<file path="config.mk">
export PLATFORM = sky130hd
export DESIGN_NAME = centered_box_filter_edge_truncated_unit_flat
export DESIGN_NICKNAME = d
export VERILOG_FILES = /design/src/rtl/cbf_pkg.sv /design/src/rtl/cbf_stream_if.sv /design/src/rtl/cbf_window_mem.sv /design/src/rtl/cbf_divider.sv /design/src/rtl/centered_box_filter_edge_truncated_unit.sv /design/src/flat_wrapper.sv
export SDC_FILE = /design/constraint.sdc
export NUM_CORES = 1
export LEC_CHECK = 0
export BUFFER_PORTS_ARGS = -buffer_cell sky130_fd_sc_hd__buf_2
export CORE_ASPECT_RATIO = 1.25
export CORE_UTILIZATION = 55
export DETAILED_ROUTE_END_ITERATION = 16
export PLACE_DENSITY = 0.71
export SETUP_SLACK_MARGIN = 0.2
export SYNTH_ARGS = -nofsm -noshare
export SYNTH_HDL_FRONTEND = slang
export SYNTH_HIERARCHICAL = 1
export SYNTH_SLANG_ARGS = --single-unit
</file>
<file path="constraint.sdc">
create_clock -name clk_i -period 8.89 [get_ports clk_i]
set_clock_uncertainty 0.1 [all_clocks]
set_input_delay 1.3335 -clock clk_i [delete_from_list [all_inputs] [get_ports clk_i]]
set_output_delay 1.3335 -clock clk_i [all_outputs]
set_load 0.05 [all_outputs]
</file>
<file path="src/rtl/cbf_pkg.sv">
// Shared types for the centered box filter with truncated edges.
// No dependencies; imported by the divider and the top level.
`timescale 1ns / 1ps

package cbf_pkg;

  // Status flags from the iterative divider back to the control logic.
  typedef struct packed {
    logic busy;
    logic done;
  } cbf_div_status_t;

endpackage

</file>
<file path="src/rtl/cbf_stream_if.sv">
// Valid/ready stream interfaces for the sample input and the filtered output.
// No dependencies; the sample width is a parameter of each interface.
`timescale 1ns / 1ps

interface cbf_in_if #(
  parameter int SAMPLE_BITS = 16
);
  logic                          valid;
  logic                          ready;
  logic signed [SAMPLE_BITS-1:0] sample_in;
  logic                          last_in;

  modport source (output valid, output sample_in, output last_in, input ready);
  modport sink   (input valid, input sample_in, input last_in, output ready);
endinterface

interface cbf_out_if #(
  parameter int SAMPLE_BITS = 16
);
  logic                          valid;
  logic                          ready;
  logic signed [SAMPLE_BITS-1:0] smoothed;
  logic                          last_out;

  modport source (output valid, output smoothed, output last_out, input ready);
  modport sink   (input valid, input smoothed, input last_out, output ready);
endinterface

</file>
<file path="src/rtl/cbf_window_mem.sv">
// Circular sample store of the filter window: one write port, one read port,
// read data registered. No dependencies.
`timescale 1ns / 1ps

module cbf_window_mem #(
  parameter int DEPTH = 15,
  parameter int WIDTH = 16,
  parameter int AW    = 4
) (
  input  logic             clk_i,
  input  logic             we_i,
  input  logic [AW-1:0]    waddr_i,
  input  logic [WIDTH-1:0] wdata_i,
  input  logic             re_i,
  input  logic [AW-1:0]    raddr_i,
  output logic [WIDTH-1:0] rdata_o
);

  logic [WIDTH-1:0] mem_q [DEPTH];
  logic [WIDTH-1:0] rdata_q;

  // Synchronous write and registered read.
  always_ff @(posedge clk_i) begin
    if (we_i) begin
      mem_q[waddr_i] <= wdata_i;
    end
    if (re_i) begin
      rdata_q <= mem_q[raddr_i];
    end
  end

  assign rdata_o = rdata_q;

endmodule

</file>
<file path="src/rtl/cbf_divider.sv">
// Iterative rounded divider: sum / count, rounded to nearest, ties away from zero.
// One quotient bit per cycle; depends on cbf_pkg for the status struct.
`timescale 1ns / 1ps

module cbf_divider #(
  parameter int SUM_W       = 20,
  parameter int CNT_W       = 4,
  parameter int SAMPLE_BITS = 16
) (
  input  logic                          clk_i,
  input  logic                          rst_ni,
  input  logic                          start_i,
  input  logic signed [SUM_W-1:0]       sum_i,
  input  logic [CNT_W-1:0]              cnt_i,
  output cbf_pkg::cbf_div_status_t      status_o,
  output logic signed [SAMPLE_BITS-1:0] quot_o
);

  import cbf_pkg::*;

  // The dividend is 2*|sum| + cnt, the divisor is 2*cnt.
  localparam int DW = SUM_W + 1;
  localparam int RW = CNT_W + 1;
  localparam int IW = $clog2(DW + 1);

  logic [DW-1:0]    dvd_q, dvd_d;
  logic [RW-1:0]    rem_q, rem_d;
  logic [RW-1:0]    dvs_q, dvs_d;
  logic             neg_q, neg_d;
  logic [IW-1:0]    iter_q, iter_d;
  logic             busy_q, busy_d;
  logic             done_q, done_d;

  logic [RW:0]      trial;
  logic [RW:0]      diff;
  logic             ge;
  logic [SUM_W-1:0] mag;
  logic [SAMPLE_BITS-1:0] quot_mag;

  // One restoring step: bring in the next dividend bit and try the subtraction.
  always_comb begin
    trial = {rem_q, dvd_q[DW-1]};
    diff  = trial - {1'b0, dvs_q};
    ge    = (trial >= {1'b0, dvs_q});
    mag   = sum_i[SUM_W-1] ? (SUM_W)'(-sum_i) : sum_i;
  end

  // Load on start, then iterate once per cycle until every bit is done.
  always_comb begin
    dvd_d  = dvd_q;
    rem_d  = rem_q;
    dvs_d  = dvs_q;
    neg_d  = neg_q;
    iter_d = iter_q;
    busy_d = busy_q;
    done_d = 1'b0;
    if (start_i) begin
      dvd_d  = {mag, 1'b0} + {{(DW-CNT_W){1'b0}}, cnt_i};
      rem_d  = '0;
      dvs_d  = {cnt_i, 1'b0};
      neg_d  = sum_i[SUM_W-1];
      iter_d = IW'(DW);
      busy_d = 1'b1;
    end else if (busy_q) begin
      rem_d  = ge ? diff[RW-1:0] : trial[RW-1:0];
      dvd_d  = {dvd_q[DW-2:0], ge};
      iter_d = iter_q - 1'b1;
      if (iter_q == IW'(1)) begin
        busy_d = 1'b0;
        done_d = 1'b1;
      end
    end
  end

  always_ff @(posedge clk_i or negedge rst_ni) begin
    if (!rst_ni) begin
      busy_q <= 1'b0;
      done_q <= 1'b0;
      iter_q <= '0;
    end else begin
      busy_q <= busy_d;
      done_q <= done_d;
      iter_q <= iter_d;
    end
  end

  always_ff @(posedge clk_i) begin
    dvd_q <= dvd_d;
    rem_q <= rem_d;
    dvs_q <= dvs_d;
    neg_q <= neg_d;
  end

  // The mean of in-range samples always fits the sample width.
  assign quot_mag      = dvd_q[SAMPLE_BITS-1:0];
  assign quot_o        = neg_q ? $signed(-quot_mag) : $signed(quot_mag);
  assign status_o.busy = busy_q;
  assign status_o.done = done_q;

endmodule

</file>
<file path="src/rtl/centered_box_filter_edge_truncated_unit.sv">
// Centered box filter with edges truncated at frame boundaries.
//
// Input channel in_i carries one signed sample per item plus a last-of-frame
// flag; output channel out_o carries one windowed mean per item plus a flag
// on the final output of the frame. Output q is the mean of the samples at
// q-RADIUS .. q+RADIUS inside the frame, rounded to nearest, ties away from 0.
// The first output appears with input item RADIUS+1; the last input item
// releases the remaining min(frame length, RADIUS+1) outputs.
// An item is accepted only while the block is idle, so it takes one item at a time:
// each mean goes through the bit-serial divider's SUM_W+1 steps before the next
// item is taken. Each tail output at frame end needs another division, preceded
// by a read of the oldest sample when the window shrinks.
// The window lives in a circular memory with a registered read port; the
// oldest entry is read, then the running sum is updated and the new sample
// written back. Results sit in an output register, so a stalled receiver
// does not block the next input item unless a second result is ready.
// Reset clears the fill count, running sum and pointer; no memory sweep is
// needed since only entries written in the current frame are ever used.
`timescale 1ns / 1ps

module centered_box_filter_edge_truncated_unit #(
  parameter int RADIUS      = 7,
  parameter int SAMPLE_BITS = 16
) (
  input  logic      clk_i,
  input  logic      rst_ni,
  cbf_in_if.sink    in_i,
  cbf_out_if.source out_o
);

  import cbf_pkg::*;

  localparam int SPAN  = 2 * RADIUS + 1;
  localparam int CNT_W = $clog2(SPAN + 1);
  localparam int PTR_W = $clog2(SPAN);
  localparam int SUM_W = SAMPLE_BITS + CNT_W;
  localparam int SB    = SAMPLE_BITS;

  localparam logic [CNT_W-1:0] SPAN_C = CNT_W'(SPAN);
  localparam logic [CNT_W-1:0] RAD_C  = CNT_W'(RADIUS);
  localparam logic [CNT_W-1:0] RAD1_C = CNT_W'(RADIUS + 1);
  localparam logic [PTR_W-1:0] PTR_LAST = PTR_W'(SPAN - 1);

  typedef enum logic [2:0] {
    S_IDLE,
    S_UPD,
    S_DIV,
    S_OUT,
    S_TSUB
  } state_e;

  state_e                  state_q, state_d;
  logic [PTR_W-1:0]        wr_ptr_q, wr_ptr_d;
  logic [CNT_W-1:0]        fill_q, fill_d;
  logic signed [SUM_W-1:0] sum_q, sum_d;
  logic [SB-1:0]           sample_q, sample_d;
  logic                    last_q, last_d;
  logic [CNT_W-1:0]        j_q, j_d;
  logic                    ovalid_q, ovalid_d;
  logic signed [SB-1:0]    osmooth_q, osmooth_d;
  logic                    olast_q, olast_d;

  logic                    mem_we;
  logic                    mem_re;
  logic [PTR_W-1:0]        mem_raddr;
  logic [SB-1:0]           mem_rdata;

  logic                    div_start;
  cbf_div_status_t         div_status;
  logic signed [SB-1:0]    div_quot;

  logic                    full;
  logic [CNT_W-1:0]        fill_n;
  logic [CNT_W-1:0]        fill_m1;
  logic signed [SUM_W-1:0] rd_ext;
  logic signed [SUM_W-1:0] smp_ext;
  logic [CNT_W:0]          old_sum;
  logic [PTR_W-1:0]        old_addr;
  logic                    out_free;

  // Window memory and the shared divider.
  cbf_window_mem #(
    .DEPTH (SPAN),
    .WIDTH (SB),
    .AW    (PTR_W)
  ) u_mem (
    .clk_i   (clk_i),
    .we_i    (mem_we),
    .waddr_i (wr_ptr_q),
    .wdata_i (sample_q),
    .re_i    (mem_re),
    .raddr_i (mem_raddr),
    .rdata_o (mem_rdata)
  );

  cbf_divider #(
    .SUM_W       (SUM_W),
    .CNT_W       (CNT_W),
    .SAMPLE_BITS (SB)
  ) u_div (
    .clk_i    (clk_i),
    .rst_ni   (rst_ni),
    .start_i  (div_start),
    .sum_i    (sum_d),
    .cnt_i    (fill_d),
    .status_o (div_status),
    .quot_o   (div_quot)
  );

  // Helper values: sign extension, fill update and the oldest held entry.
  always_comb begin
    full     = (fill_q == SPAN_C);
    fill_n   = full ? fill_q : fill_q + 1'b1;
    fill_m1  = fill_n - 1'b1;
    rd_ext   = {{(SUM_W-SB){mem_rdata[SB-1]}}, mem_rdata};
    smp_ext  = {{(SUM_W-SB){sample_q[SB-1]}}, sample_q};
    old_sum  = {{(CNT_W+1-PTR_W){1'b0}}, wr_ptr_q} + {1'b0, SPAN_C} - {1'b0, fill_q};
    old_addr = (old_sum >= {1'b0, SPAN_C}) ? PTR_W'(old_sum - {1'b0, SPAN_C})
                                           : old_sum[PTR_W-1:0];
    out_free = !ovalid_q || out_o.ready;
  end

  // Control sequence: read oldest, update and write, divide, present, shrink tail.
  always_comb begin
    state_d   = state_q;
    wr_ptr_d  = wr_ptr_q;
    fill_d    = fill_q;
    sum_d     = sum_q;
    sample_d  = sample_q;
    last_d    = last_q;
    j_d       = j_q;
    ovalid_d  = ovalid_q && !out_o.ready;
    osmooth_d = osmooth_q;
    olast_d   = olast_q;
    mem_we    = 1'b0;
    mem_re    = 1'b0;
    mem_raddr = wr_ptr_q;
    div_start = 1'b0;

    case (state_q)
      S_IDLE: begin
        if (in_i.valid) begin
          sample_d = in_i.sample_in;
          last_d   = in_i.last_in;
          mem_re   = 1'b1;
          state_d  = S_UPD;
        end
      end
      S_UPD: begin
        mem_we   = 1'b1;
        sum_d    = sum_q - (full ? rd_ext : '0) + smp_ext;
        fill_d   = fill_n;
        wr_ptr_d = (wr_ptr_q == PTR_LAST) ? '0 : wr_ptr_q + 1'b1;
        if (last_q) begin
          j_d       = (fill_m1 > RAD_C) ? RAD_C : fill_m1;
          div_start = 1'b1;
          state_d   = S_DIV;
        end else if (fill_n >= RAD1_C) begin
          div_start = 1'b1;
          state_d   = S_DIV;
        end else begin
          state_d = S_IDLE;
        end
      end
      S_DIV: begin
        if (div_status.done) begin
          state_d = S_OUT;
        end
      end
      S_OUT: begin
        if (out_free) begin
          ovalid_d  = 1'b1;
          osmooth_d = div_quot;
          olast_d   = last_q && (j_q == '0);
          if (!last_q) begin
            state_d = S_IDLE;
          end else if (j_q == '0) begin
            // Frame done: start the next one from an empty window.
            fill_d   = '0;
            sum_d    = '0;
            wr_ptr_d = '0;
            last_d   = 1'b0;
            state_d  = S_IDLE;
          end else begin
            j_d = j_q - 1'b1;
            if ((j_q + RAD_C) < fill_q) begin
              // Window shrinks at the tail: drop the oldest sample first.
              mem_re    = 1'b1;
              mem_raddr = old_addr;
              state_d   = S_TSUB;
            end else begin
              div_start = 1'b1;
              state_d   = S_DIV;
            end
          end
        end
      end
      S_TSUB: begin
        sum_d     = sum_q - rd_ext;
        fill_d    = fill_q - 1'b1;
        div_start = 1'b1;
        state_d   = S_DIV;
      end
      default: begin
        state_d = S_IDLE;
      end
    endcase
  end

  // State and registered outputs.
  always_ff @(posedge clk_i or negedge rst_ni) begin
    if (!rst_ni) begin
      state_q  <= S_IDLE;
      wr_ptr_q <= '0;
      fill_q   <= '0;
      sum_q    <= '0;
      last_q   <= 1'b0;
      j_q      <= '0;
      ovalid_q <= 1'b0;
    end else begin
      state_q  <= state_d;
      wr_ptr_q <= wr_ptr_d;
      fill_q   <= fill_d;
      sum_q    <= sum_d;
      last_q   <= last_d;
      j_q      <= j_d;
      ovalid_q <= ovalid_d;
    end
  end

  always_ff @(posedge clk_i) begin
    sample_q  <= sample_d;
    osmooth_q <= osmooth_d;
    olast_q   <= olast_d;
  end

  assign in_i.ready     = (state_q == S_IDLE);
  assign out_o.valid    = ovalid_q;
  assign out_o.smoothed = osmooth_q;
  assign out_o.last_out = olast_q;

endmodule

</file>
<file path="src/flat_wrapper.sv">
// flat-port wrapper written by rule: the top's interface ports become plain ports
module centered_box_filter_edge_truncated_unit_flat import cbf_pkg::*;
#(
  parameter int RADIUS      = 7,
  parameter int SAMPLE_BITS = 16
)
  (clk_i, rst_ni, in_i_valid, in_i_sample_in, in_i_last_in, in_i_ready, out_o_valid, out_o_smoothed, out_o_last_out, out_o_ready);
  cbf_in_if #(.SAMPLE_BITS(SAMPLE_BITS)) in_i_i ();
  cbf_out_if #(.SAMPLE_BITS(SAMPLE_BITS)) out_o_i ();
  input  logic clk_i;
  input  logic rst_ni;
  input wire logic [$bits(in_i_i.valid)-1:0] in_i_valid;
  input wire logic [$bits(in_i_i.sample_in)-1:0] in_i_sample_in;
  input wire logic [$bits(in_i_i.last_in)-1:0] in_i_last_in;
  output wire logic [$bits(in_i_i.ready)-1:0] in_i_ready;
  output wire logic [$bits(out_o_i.valid)-1:0] out_o_valid;
  output wire logic [$bits(out_o_i.smoothed)-1:0] out_o_smoothed;
  output wire logic [$bits(out_o_i.last_out)-1:0] out_o_last_out;
  input wire logic [$bits(out_o_i.ready)-1:0] out_o_ready;
  assign in_i_i.valid = in_i_valid;
  assign in_i_i.sample_in = in_i_sample_in;
  assign in_i_i.last_in = in_i_last_in;
  assign in_i_ready = in_i_i.ready;
  assign out_o_valid = out_o_i.valid;
  assign out_o_smoothed = out_o_i.smoothed;
  assign out_o_last_out = out_o_i.last_out;
  assign out_o_i.ready = out_o_ready;
  centered_box_filter_edge_truncated_unit #(.RADIUS(RADIUS), .SAMPLE_BITS(SAMPLE_BITS)) u_core (.clk_i(clk_i), .rst_ni(rst_ni), .in_i(in_i_i), .out_o(out_o_i));
endmodule
</file>
==> metrics.txt <==
gpl congestion 0.899; drc violations 5; status complete, but fails checks; Hold WS 0.356 ns; Final min period 6.62 ns; Core Rows 75; global-route wire length before repair 59.6 mm; port bufs 39; die width 167 µm; 1st-iter DRT viols 749; initial antenna violation count 0; setup TNS 0 ns; Critical Path RT 9.07 ns; WP data arrival 6.80 ns; Hold Path Sink u_core/u_div/rem_q[4]$_SDFFE_PP0P_; Worst-Skew Late Latency 0.54 ns; n_diodes 0; # IOs 40; path depth of the worst reg2reg path 25; drt wl/cell 19.0 µm; Vias/cell 5.88; CP Capture Type flip-flop; leakage power 7.72 nW; critical path peak fanout 28; final antenna-violating net count 0; VDD IR-drop max 0.000199 V; Achievable Freq 151 MHz; RR Endpoint u_core/u_div/dvd_q[14]$_DFFE_PP_; Mapped Avg Cell Area 13.3 µm²; Startpoint Class flip-flop; Max Root-Sink Buffers 3; core area 33,500 µm²; Tcrit/Tclk final 0.745; CTS Sinks 364; DRT Wirelength 36.4 mm; final count of hold timing violations 0; layout cells sized above 1 0.137; syn nets 1,513; Hold Crit Depth 2; post_cts resized 0; die height 208 µm; Post-Syn Area 18,600 µm²; Total GRT Usage 0.218; vias in the first global route 11,412; Root Buffer clkbuf_16; max_cap viols 0; flop-to-flop setup slack 2.27 ns; via count 11,218; Crit Path Class flip-flop to flip-flop; area grow syn2layout 10.0%; First-pass DRT Iterations 11; largest net degree at the start of global routing 75; Clock Pin Slew Worst Setup and Hold Paths 0.06 ns; filler cell count 2,480; yosys warns 6; Post-CTS Setup Bufs 0; worst min path class flip-flop to flip-flop; max-slew violations 0; Mapped Cells 1,404; transition time of the tightest slew-check pin 1.16 ns; hold_buf cts 0; Rel. slew slack 0.225; Hold Crit Start u_core/u_div/rem_q[4]$_SDFFE_PP0P_; CTS tree built; unrepaired setup endpoints after global routing false; Num CTS Buffers 38; Initial Utilization 0.556; violated checks DRC; HPWL after detailed placement 25.2 mm; RR Startpoint u_core/fill_q[0]$_DFF_PN0_; fin nets 1,569; GRT Residual Overflow 0; PD cells 415 nW/µm²; H-tree levels 2; final setup fails 0; die area 34,600 µm²
-- cell type report --
class | count | area [µm²] | share of cell area
clock buffers | 45 | 1010 | 0.0492
clock inverters | 21 | 221 | 0.0108
inverters | 129 | 484 | 0.0236
multi-input cells | 859 | 7180 | 0.350
flip-flops and latches | 364 | 10700 | 0.520
well taps | 423 | 529 | 0.0258
repair buffers | 68 | 413 | 0.0201
-- worst max-delay path, cell delays in order, from the launching register on --
cell,delay [ns]
dfrtp_1,0.46
ha_1,0.24
and3_1,0.60
and2_1,0.23
fa_1,0.45
inv_1,0.08
ha_1,0.24
a211oi_1,0.32
o211ai_1,0.16
nand4_1,0.17
o21ai_0,0.11
a21oi_1,0.29
a21oi_1,0.13
xor2_1,0.17
nand2_1,0.08
a31oi_2,0.13
buf_4,0.30
o21ai_0,0.21
ha_1,0.33
a21o_1,0.12
a21oi_1,0.09
nor2_1,0.29
nand4_1,0.34
nor3_1,0.31
xnor2_1,0.10
mux2_2,0.26
-- through the flow --
step                cells  worst slack, ns  area (µm²)   util  total power, mW
finish               1909             2.27       20500  0.612             8.51
global route         1909             1.68       20500  0.612             9.16
CTS                  1909             2.20       20500  0.612             8.55
detailed placement   1843             2.25       19300  0.575             6.97
global placement     1843             2.44       19300  0.575             6.87
floorplan            1404             2.54       18600      -             6.09
-- cell usage in the layout, fill, tap and decap left out, types with 14 or more instances in the layout --
cell and count:
nand3_1 21, clkbuf_16 39, a21oi_1 48, edfxtp_1 315
fa_1 23, o21ai_0 74, nor2_1 75, nand2_1 78
nand2b_1 20, ha_1 65, a22o_1 14, a221o_1 15
inv_1 128, xnor2_1 59, o31ai_1 17, mux4_2 36
nor3_1 21, buf_2 39, and2_1 20, dfrtp_1 44
xor2_1 32, mux2i_1 38, a21o_1 20, buf_4 29
-- registers in the layout, summed over array words and instances (netlist names), 3 cells and up --
signal                 count
u_core/u_div/iter_q        5
u_core/out_o.smoothed     16
u_core/u_div/rem_q         5
u_core/sample_q           16
u_core/u_mem/rdata_o      16
u_core/u_div/dvd_q        21
u_core/fill_q              4
u_core/j_q                 4
u_core/sum_q              20
u_core/u_div/dvs_q         4
u_core/state_q             3
u_core/wr_ptr_q            4
u_core/u_mem/mem_q       240
-- metal layers --
metal / global-route usage / part of all wire / vias up / wire length, µm
li1: - / - / 5349 / -
met1: 0.262 / 0.40 / 5538 / 14700
met2: 0.398 / 0.53 / 264 / 19300
met3: 0.0307 / 0.039 / 67 / 1430
met4: 0.0754 / 0.027 / 0 / 996
met5: 0 / 0 / - / 0
-- power by group --
group	total (mW)	internal (mW)	switching, mW
sequential	2.61	2.31	0.301
clock	1.55	0.906	0.648
combinational	4.35	1.85	2.50
-- how the worst max path moves through the flow --
stage / startpoint / end / slack [ns]
floorplan: u_core/fill_q[0]$_DFF_PN0_ / u_core/u_div/dvd_q[14]$_DFFE_PP_ / 2.54
CTS: u_core/fill_q[0]$_DFF_PN0_ / u_core/u_div/dvd_q[14]$_DFFE_PP_ / 2.20
global route: u_core/fill_q[0]$_DFF_PN0_ / u_core/u_div/dvd_q[14]$_DFFE_PP_ / 1.68
detailed placement: u_core/fill_q[0]$_DFF_PN0_ / u_core/u_div/dvd_q[14]$_DFFE_PP_ / 2.25
global placement: u_core/fill_q[0]$_DFF_PN0_ / u_core/u_div/dvd_q[14]$_DFFE_PP_ / 2.44
finish: u_core/fill_q[0]$_DFF_PN0_ / u_core/u_div/dvd_q[14]$_DFFE_PP_ / 2.27
No activity file was read; power rests on OpenSTA's default activity.
